[src/crc32z_pkg.sv]
// ----------------------------------------------------------------------------
// crc32z_pkg: shared definitions for the CRC zero-extension shift block
// Widths, reset polynomial and the sequencer state encoding.
// ----------------------------------------------------------------------------
`default_nettype none

package crc32z_pkg;

    localparam int CRC_W      = 32;
    localparam int CNT_W      = 32;
    // Count bits left after the byte count is split into words of four bytes
    localparam int WCNT_W     = CNT_W - 2;
    // Serial step counter: one product bit per cycle
    localparam int STEP_W     = $clog2(CRC_W);
    // Bit shifts for the sub-word part of the count: up to 24 fits in 5 bits
    localparam int SHIFT_W    = 5;

    localparam logic [CRC_W-1:0] RESET_POLY = 32'hEDB88320;

    typedef enum logic [3:0] {
        ST_IDLE   = 4'b0001,
        ST_SHIFT  = 4'b0010,
        ST_MUL    = 4'b0100,
        ST_FINISH = 4'b1000
    } state_t;

endpackage

`default_nettype wire

[src/crc32_zero_extend_shift.sv]
// ----------------------------------------------------------------------------
// crc32_zero_extend_shift: advance a reflected CRC over a run of zero bytes
// Bit-serial shift and GF(2) square-and-multiply sequencer.
// ----------------------------------------------------------------------------
// Usage:
//   Input channel s_valid/s_ready carries s_crc_in and s_byte_count, one
//   request at a time; s_ready is high only while the sequencer is idle.
//   Result channel m_valid/m_ready carries m_crc_out from an output register,
//   so the sequencer returns to idle and takes the next request while a
//   finished result still waits for the receiver.
//   Configuration channel cfg_valid/cfg_ready/cfg_data writes the reflected
//   polynomial; cfg_ready is always high. Write it only while idle.
// Sequence, with n = byte_count:
//   load the request, one single-bit shift per zero bit of the n mod 4
//   leftover bytes, a step to pick the next phase, then for each significant
//   bit of n/4 a pass over every multiplier bit (two bit-serial carry-less
//   multipliers run side by side, one product bit per cycle), then the move
//   into the output register. n = 0 skips the shifts and the products.
// Reset: aresetn (synchronous, active low) clears the sequencer and the
//   output valid, and restores the polynomial to 0xEDB88320.
// Stall: a held result blocks the sequencer only once the next result is
//   ready to move into the output register.
// ----------------------------------------------------------------------------
`default_nettype none

module crc32_zero_extend_shift (
    input  wire logic                          aclk,
    input  wire logic                          aresetn,
    input  wire logic                          s_valid,
    output logic                               s_ready,
    input  wire logic [crc32z_pkg::CRC_W-1:0]  s_crc_in,
    input  wire logic [crc32z_pkg::CNT_W-1:0]  s_byte_count,
    output logic                               m_valid,
    input  wire logic                          m_ready,
    output logic      [crc32z_pkg::CRC_W-1:0]  m_crc_out,
    input  wire logic                          cfg_valid,
    output logic                               cfg_ready,
    input  wire logic [crc32z_pkg::CRC_W-1:0]  cfg_data
);
    import crc32z_pkg::*;

    state_t              state_reg,   state_next;
    logic [CRC_W-1:0]    poly_reg;
    logic [CRC_W-1:0]    crc_reg,     crc_next;
    logic [CRC_W-1:0]    pw_reg,      pw_next;
    logic [WCNT_W-1:0]   wcnt_reg,    wcnt_next;
    logic [SHIFT_W-1:0]  shift_reg,   shift_next;
    logic [STEP_W-1:0]   step_reg,    step_next;
    logic [CRC_W-1:0]    acc_c_reg,   acc_c_next;
    logic [CRC_W-1:0]    acc_p_reg,   acc_p_next;
    logic [CRC_W-1:0]    sh_c_reg,    sh_c_next;
    logic [CRC_W-1:0]    sh_p_reg,    sh_p_next;
    logic                m_valid_reg, m_valid_next;
    logic [CRC_W-1:0]    out_reg,     out_next;
    logic                out_free;
    logic                last_step;

    assign s_ready   = (state_reg == ST_IDLE);
    assign cfg_ready = 1'b1;
    assign m_valid   = m_valid_reg;
    assign m_crc_out = out_reg;

    assign out_free  = !m_valid_reg || m_ready;
    assign last_step = (step_reg == STEP_W'(CRC_W - 1));

    // Hold the polynomial; take writes whenever they arrive
    always_ff @(posedge aclk) begin
        if (!aresetn) begin
            poly_reg <= RESET_POLY;
        end else if (cfg_valid) begin
            poly_reg <= cfg_data;
        end
    end

    // Sequence shifts and serial products
    always_comb begin
        state_next   = state_reg;
        crc_next     = crc_reg;
        pw_next      = pw_reg;
        wcnt_next    = wcnt_reg;
        shift_next   = shift_reg;
        step_next    = step_reg;
        acc_c_next   = acc_c_reg;
        acc_p_next   = acc_p_reg;
        sh_c_next    = sh_c_reg;
        sh_p_next    = sh_p_reg;
        m_valid_next = m_valid_reg;
        out_next     = out_reg;

        // drop the result once the receiver takes it
        if (m_valid_reg && m_ready) begin
            m_valid_next = 1'b0;
        end

        case (state_reg)
            ST_IDLE: begin
                if (s_valid) begin
                    crc_next   = s_crc_in;
                    pw_next    = poly_reg;
                    wcnt_next  = s_byte_count[CNT_W-1:2];
                    shift_next = {s_byte_count[1:0], 3'b000};
                    state_next = ST_SHIFT;
                end
            end
            ST_SHIFT: begin
                if (shift_reg != '0) begin
                    // one reflected shift step per cycle
                    crc_next   = (crc_reg >> 1) ^ (crc_reg[0] ? poly_reg : '0);
                    shift_next = shift_reg - 1'b1;
                end else if (wcnt_reg == '0) begin
                    state_next = ST_FINISH;
                end else begin
                    acc_c_next = '0;
                    acc_p_next = '0;
                    sh_c_next  = crc_reg;
                    sh_p_next  = pw_reg;
                    step_next  = '0;
                    state_next = ST_MUL;
                end
            end
            ST_MUL: begin
                // advance both products by one multiplier bit
                acc_c_next = (acc_c_reg >> 1) ^ (acc_c_reg[0] ? poly_reg : '0)
                             ^ (sh_c_reg[0] ? pw_reg : '0);
                acc_p_next = (acc_p_reg >> 1) ^ (acc_p_reg[0] ? poly_reg : '0)
                             ^ (sh_p_reg[0] ? pw_reg : '0);
                sh_c_next  = sh_c_reg >> 1;
                sh_p_next  = sh_p_reg >> 1;
                step_next  = step_reg + 1'b1;
                if (last_step) begin
                    if (wcnt_reg[0]) begin
                        crc_next = acc_c_next;
                    end
                    pw_next   = acc_p_next;
                    wcnt_next = wcnt_reg >> 1;
                    if (wcnt_reg[WCNT_W-1:1] == '0) begin
                        state_next = ST_FINISH;
                    end else begin
                        acc_c_next = '0;
                        acc_p_next = '0;
                        sh_c_next  = crc_next;
                        sh_p_next  = pw_next;
                    end
                end
            end
            ST_FINISH: begin
                // move the result out once the output register is free
                if (out_free) begin
                    out_next     = crc_reg;
                    m_valid_next = 1'b1;
                    state_next   = ST_IDLE;
                end
            end
            default: begin
                state_next = ST_IDLE;
            end
        endcase
    end

    // Control registers
    always_ff @(posedge aclk) begin
        if (!aresetn) begin
            state_reg   <= ST_IDLE;
            m_valid_reg <= 1'b0;
        end else begin
            state_reg   <= state_next;
            m_valid_reg <= m_valid_next;
        end
    end

    // Datapath registers
    always_ff @(posedge aclk) begin
        crc_reg   <= crc_next;
        pw_reg    <= pw_next;
        wcnt_reg  <= wcnt_next;
        shift_reg <= shift_next;
        step_reg  <= step_next;
        acc_c_reg <= acc_c_next;
        acc_p_reg <= acc_p_next;
        sh_c_reg  <= sh_c_next;
        sh_p_reg  <= sh_p_next;
        out_reg   <= out_next;
    end

endmodule

`default_nettype wire

[config.mk]
export PLATFORM = sky130hd
export DESIGN_NAME = crc32_zero_extend_shift
export DESIGN_NICKNAME = d
export VERILOG_FILES = /design/src/crc32z_pkg.sv /design/src/crc32_zero_extend_shift.sv
export SDC_FILE = /design/constraint.sdc
export NUM_CORES = 1
export LEC_CHECK = 0
export ABC_AREA = 0
export BUFFER_PORTS_ARGS = -buffer_cell sky130_fd_sc_hd__buf_2
export CAP_MARGIN = 10
export CORE_MARGIN = 5
export CORE_UTILIZATION = 50
export CTS_BUF_LIST = sky130_fd_sc_hd__clkbuf_2
export DETAILED_ROUTE_END_ITERATION = 16
export PLACE_DENSITY = 0.69
export SLEW_MARGIN = 20
export SYNTH_ARGS = -nofsm -noshare
export SYNTH_HDL_FRONTEND = slang
export SYNTH_SLANG_ARGS = --single-unit
[constraint.sdc]
create_clock -name aclk -period 5.4 [get_ports aclk]
set_clock_uncertainty 0.05 [all_clocks]
set_input_delay 0.81 -clock aclk [delete_from_list [all_inputs] [get_ports aclk]]
set_output_delay 0.81 -clock aclk [all_outputs]
set_load 0.01 [all_outputs]
# After elaboration in Yosys (flattened, before gate mapping)
# Cells that the tools add are included.
# classes
multipliers,0
n_reduce_logical,16
shift,0
div,0
muxes,50
bitwise,5
n_lt_le_gt_ge,0
add_sub_neg,2
n_eq_ne,12
# ops
op,n
two-way mux 32 bit,25
one-hot mux 32 bit (2 select lines),5
one-hot mux 32 bit (3 select lines),1
XOR 31 x 32 -> 32 bit,3
XOR 32 bit,2
two-way mux 30 bit,2
one-hot mux 30 bit (2 select lines),1
zero test 30 bit,1
zero test 29 bit,1
two-way mux 4 bit,6
two-way mux 5 bit,4
one-hot mux 5 bit (2 select lines),2
one-hot mux 4 bit (4 select lines),1
"!= test 2 bit, second input constant",7
AND reduction 3 bit,3
nonzero test 2 bit,3
"adder 5 x 1 -> 5 bit, second input constant",1
"== test 5 bit, second input constant",1
AND reduction 5 bit,1
nonzero test 5 bit,1
"subtractor 5 x 1 -> 5 bit, second input constant",1
"== test 4 x 1 -> 1 bit, second input constant",1
"== test 4 x 2 -> 1 bit, second input constant",1
"== test 4 x 3 -> 1 bit, second input constant",1
8 further kinds,10
# totals
ramBits,0
elab_cells,98
mem_count,0
latch_bits,0
ff_bits,301
in_bits,101
output_inout_bits,35
mem_bits_ro,0

# Logic depth before layout (Yosys ltp)
# depth
ltp_word,7
ltp_mapped,8

# Least setup slack after synthesis
# OpenSTA, ideal clock, no wires.
# synth_path
path_type,register to register
startpoint,register state_reg[2]
endpoint,register acc_c_reg[0] (enable)
setup_time_ps,497
path_slack_ps,710
n_path_buf,1
arrival_time_ps,4143
path_stages_with_launch,6
cell_sequence,dfxtp_1 > buf_2 > or4b_1 > nor3_1 > o21ai_0 > nand2_1
# synth_via
elab_chain_len,3
word_cells_on_any_way,6
cone_classes,eq/ne: 4; reduce/logical: 2
# synth_lines
element,line_no,text
start: declaration,crc32_zero_extend_shift.sv:42,"state_t state_reg, state_next;"
start signal: assignment,crc32_zero_extend_shift.sv:166,state_reg <= state_next;
== test 4 x 2 -> 1 bit or == test 4 x 3 -> 1 bit (tied branches),crc32_zero_extend_shift.sv:95,case (state_reg)
!= test 2 bit (no source line) or nonzero test 2 bit (tied branches),--,
AND reduction 3 bit (no source line) *,--,
end signal: assignment,crc32_zero_extend_shift.sv:178,acc_c_reg <= acc_c_next;
end: declaration,crc32_zero_extend_shift.sv:49,"logic [CRC_W-1:0] acc_c_reg, acc_c_next;"
# Mark *: on every way between the ends. The rest lies on a longest branch, timed or not.
# A chain may end at the register's enable or synchronous reset.

# Worst setup path in the final report
# layout_path
startpoint,register state_reg[3]
endpoint,register sh_p_reg[29] (data pin)
# layout_via
elab_chain_len,2
word_cells_on_any_way,3
cone_classes,eq/ne: 2; mux: 1
# layout_lines
element,line_no,text
== test 4 x 3 -> 1 bit or == test 4 x 2 -> 1 bit (tied branches),crc32_zero_extend_shift.sv:95,
one-hot mux 32 bit (2 select lines) *,crc32_zero_extend_shift.sv:95,
net sh_p_next[29],crc32_zero_extend_shift.sv:52,"logic [CRC_W-1:0] sh_p_reg, sh_p_next;"
end signal: assignment,crc32_zero_extend_shift.sv:181,sh_p_reg <= sh_p_next;
end: declaration,crc32_zero_extend_shift.sv:52,
# The timed path passes the listed nets; every way through them passes the cells marked *.

==> results.py <==
metrics = {
    "status": {
        "outcome": "completed",
    },
    "setup_path": {
        "worstSetupStartpointType": "flop",
        "r2r_start": "state_reg[3]$_SDFFE_PN0P_",
        "worstSetupStartpoint": "state_reg[3]$_SDFFE_PN0P_",
        "r2r_cells": 7,
        "cp_max_fo": 72,
        "end_kind": "flop",
        "worstSetupEndpoint": "sh_p_reg[29]$_DFFE_PP_",
        "critPathArrivalTime_ns": 3.63,
        "criticalPathCategory": "flop to flop",
        "r2r_slack_ns": 2.27,
        "r2r-end": "sh_p_reg[29]$_DFFE_PP_",
        "critPathRequiredTime_ns": 5.90,
    },
    "synth": {
        "synth_fp_nets": 1462,
        "synth_cells": 1358,
        "syn_avg_cell_area_um2": 11.2,
        "synth_top_area_share_pct": 52.3,
        "yosysSeqAreaShare_pct": 57.2,
        "ys_top_cells_by_area": "edfxtp_1 (52%), nand2_1 (8.2%), a221o_1 (6.1%)",
        "ys_ff_latch": 301,
        "synth_flop_cell": "edfxtp_1",
        "ys_warn_count": 0,
        "yosysUniqueCellTypes": 44,
        "synth_edf_count": 264,
        "synthArstFlopShare_pct": 0,
        "synth_top_cell_by_area": "edfxtp_1",
        "netlist_area_um2": 15200,
    },
    "clock_network": {
        "cts_setup_buffers": 0,
        "cts-htree-levels": 3,
        "path_clk_slew_ns": 0.09,
        "insertion_delay_ns": 0.85,
        "clockRootBuffer": "clkbuf_2",
        "cts_tree": "done",
        "post_cts_resized": 0,
        "clockBufferDepth": 3,
        "cts_sinks": 301,
        "cts_buffers": 80,
        "ctsHoldBuffers": 0,
    },
    "pwr": {
        "peakVddDrop_mv": 0.188,
        "power_density_nw_per_um2": 404,
        "power_leakage_nw": 7.19,
    },
    "sta": {
        "fmax_ghz": 0.319,
        "rsz0062_at_grt": "false",
        "relSlewSlack_pct": 31.6,
        "hold_violations": 0,
        "drv_slew": 0,
        "finalSetupTns_ns": 0,
        "setup_viol": 0,
        "tightest_slew_ns": 1.03,
        "fin_crit_sh_pct": 58.0,
        "period_needed_ns": 3.13,
    },
    "detailed_routing": {
        "dr.pass1.iters": 8,
        "drt_iter0_drc": 1002,
        "detail_route.wl_per_cell_um": 18.9,
        "drcViolationCount": 0,
        "totalWireLength_um": 37200,
        "viasPerCell": 5.57,
        "ant_nets": 0,
        "vias": 10900,
    },
    "run": {
        "max_cap_viol_count": 0,
    },
    "finish": {
        "final_core_util_pct": 56.7,
        "syn_to_final_growth_pct": 11.5,
        "drive_above_1_share_pct": 19.4,
        "nets": 1612,
        "post_layout_nonfiller_instances": 1963,
        "final_cell_mix": "nand2_1 (329), edfxtp_1 (264), nor2_1 (170)",
        "final_common_cell": "nand2_1",
    },
    "floorplan": {
        "die_area_um2": 33900,
        "start_util_pct": 50.9,
        "core-area_um2": 29800,
        "die_h_um": 184,
        "die_width_um": 184,
        "ios": 136,
        "num_rows": 63,
    },
    "grt": {
        "grt_max_degree": 73,
        "antenna_found_initial": 1,
        "grt_pass1_wl_um": 58600,
        "grt_pass1_vias": 10800,
        "grt.overflow.total": 0,
        "grt_usage_pct": 21.7,
    },
    "min_path": {
        "hp-class": "primary input to flop",
        "hold_path_depth": 3,
    },
    "placed_design": {
        "gp_congestion": 0.834,
        "dp_hpwl_um": 23700,
        "placedCellCount": 1815,
        "portBuffers": 134,
    },
}
## worst max-delay path, stage by stage, from the launching register on
cell	delay, ns
dfxtp_1	0.47
nor2_1	0.12
nand3b_1	0.16
buf_4	0.60
buf_4	0.71
nor2_2	0.08
buf_4	0.29
a221o_1	0.35
## worst min path at each step
stage	start	slack, ns	endpoint
2_1_floorplan	crc_reg[0]$_DFFE_PP_	0.37	m_crc_out[0]$_DFFE_PP_
5_1_grt	s_byte_count[8]	0.09	wcnt_reg[6]$_DFFE_PP_
3_3_place_gp	crc_reg[0]$_DFFE_PP_	0.42	m_crc_out[0]$_DFFE_PP_
3_5_place_dp	crc_reg[0]$_DFFE_PP_	0.41	m_crc_out[0]$_DFFE_PP_
4_1_cts	cfg_data[23]	0.06	poly_reg[23]$_SDFFE_PN1P_
6_report	cfg_data[23]	0.14	poly_reg[23]$_SDFFE_PN1P_
## routing by layer
layer,track usage [%],share of wire (%),vias to the layer above
met2,31.8,44,564
met1,32.8,44,5218
li1,-,-,5114
met3,5.09,11,39
met4,5.59,1.3,0
met5,0,0,-
## Yosys cell counts (3+ instances only)
cell and number:
o21a_1 3, nor2b_1 21, clkbuf_1 55, dfxtp_1 37
nand2_1 331, mux2i_1 66, a31oi_1 3, a221o_1 93
ha_1 3, inv_1 35, nor3b_1 3, nor4_1 6
buf_1 10, nor2_1 172, buf_6 3, nor3_1 4
nand2b_1 32, xor2_1 33, xnor3_1 31, and3_1 32
a21oi_1 5, xnor2_1 65, and2_1 4, buf_2 20
o21ai_0 5, edfxtp_1 264
## layout make-up
type,count,area (um2)
clock buffer,130,651
sequential,301,8670
inverter,35,131
fill,2590,12900
multi-input combinational,933,6030
clock inverter,15,83.8
timing repair buffer,157,851
antenna,2,5.00
tap,390,488
## report_power, final
| part | leakage (nW) | internal, mW | switching [mW] | total [mW] |
|---|---|---|---|---|
| clock | 0.584 | 0.673 | 0.942 | 1.62 |
| combinational | 3.98 | 0.764 | 1.03 | 1.79 |
| sequential | 2.63 | 3.14 | 0.291 | 3.43 |
| total | 7.19 | 4.57 | 2.26 | 6.84 |
## cell families (layout without fill, tap and decap cells)
| family | count (synthesis) | in the layout | share of synthesized area [%] |
|---|---|---|---|
| DFF | 301 | 301 | 57.2 |
| AOI/OAI and AO/OA | 119 | 119 | 7.29 |
| muxes | 66 | 66 | 4.36 |
| xor gates and xnor gates | 129 | 129 | 10.3 |
| buffers and inverters | 124 | 337 | 3.41 |
| adders and majority gates | 3 | 3 | 0.248 |
| other | 1 | 3 | 0.0247 |
| and+or+nand+nor | 615 | 615 | 17.2 |
## through the flow
stage | cell area (um2) | worst slack (ns) | hold WS, ns | power [mW]
2_1_floorplan | 15200 | 0.710 | 0.374 | 4.74
3_3_place_gp | 16100 | 2.28 | 0.420 | 5.21
3_5_place_dp | 16100 | 2.19 | 0.410 | 5.26
4_1_cts | 16900 | 2.18 | 0.0608 | 6.88
5_1_grt | 16900 | 2.06 | 0.0907 | 7.21
6_report | 16900 | 2.27 | 0.137 | 6.84
No activity file was read; power rests on OpenSTA's default activity.
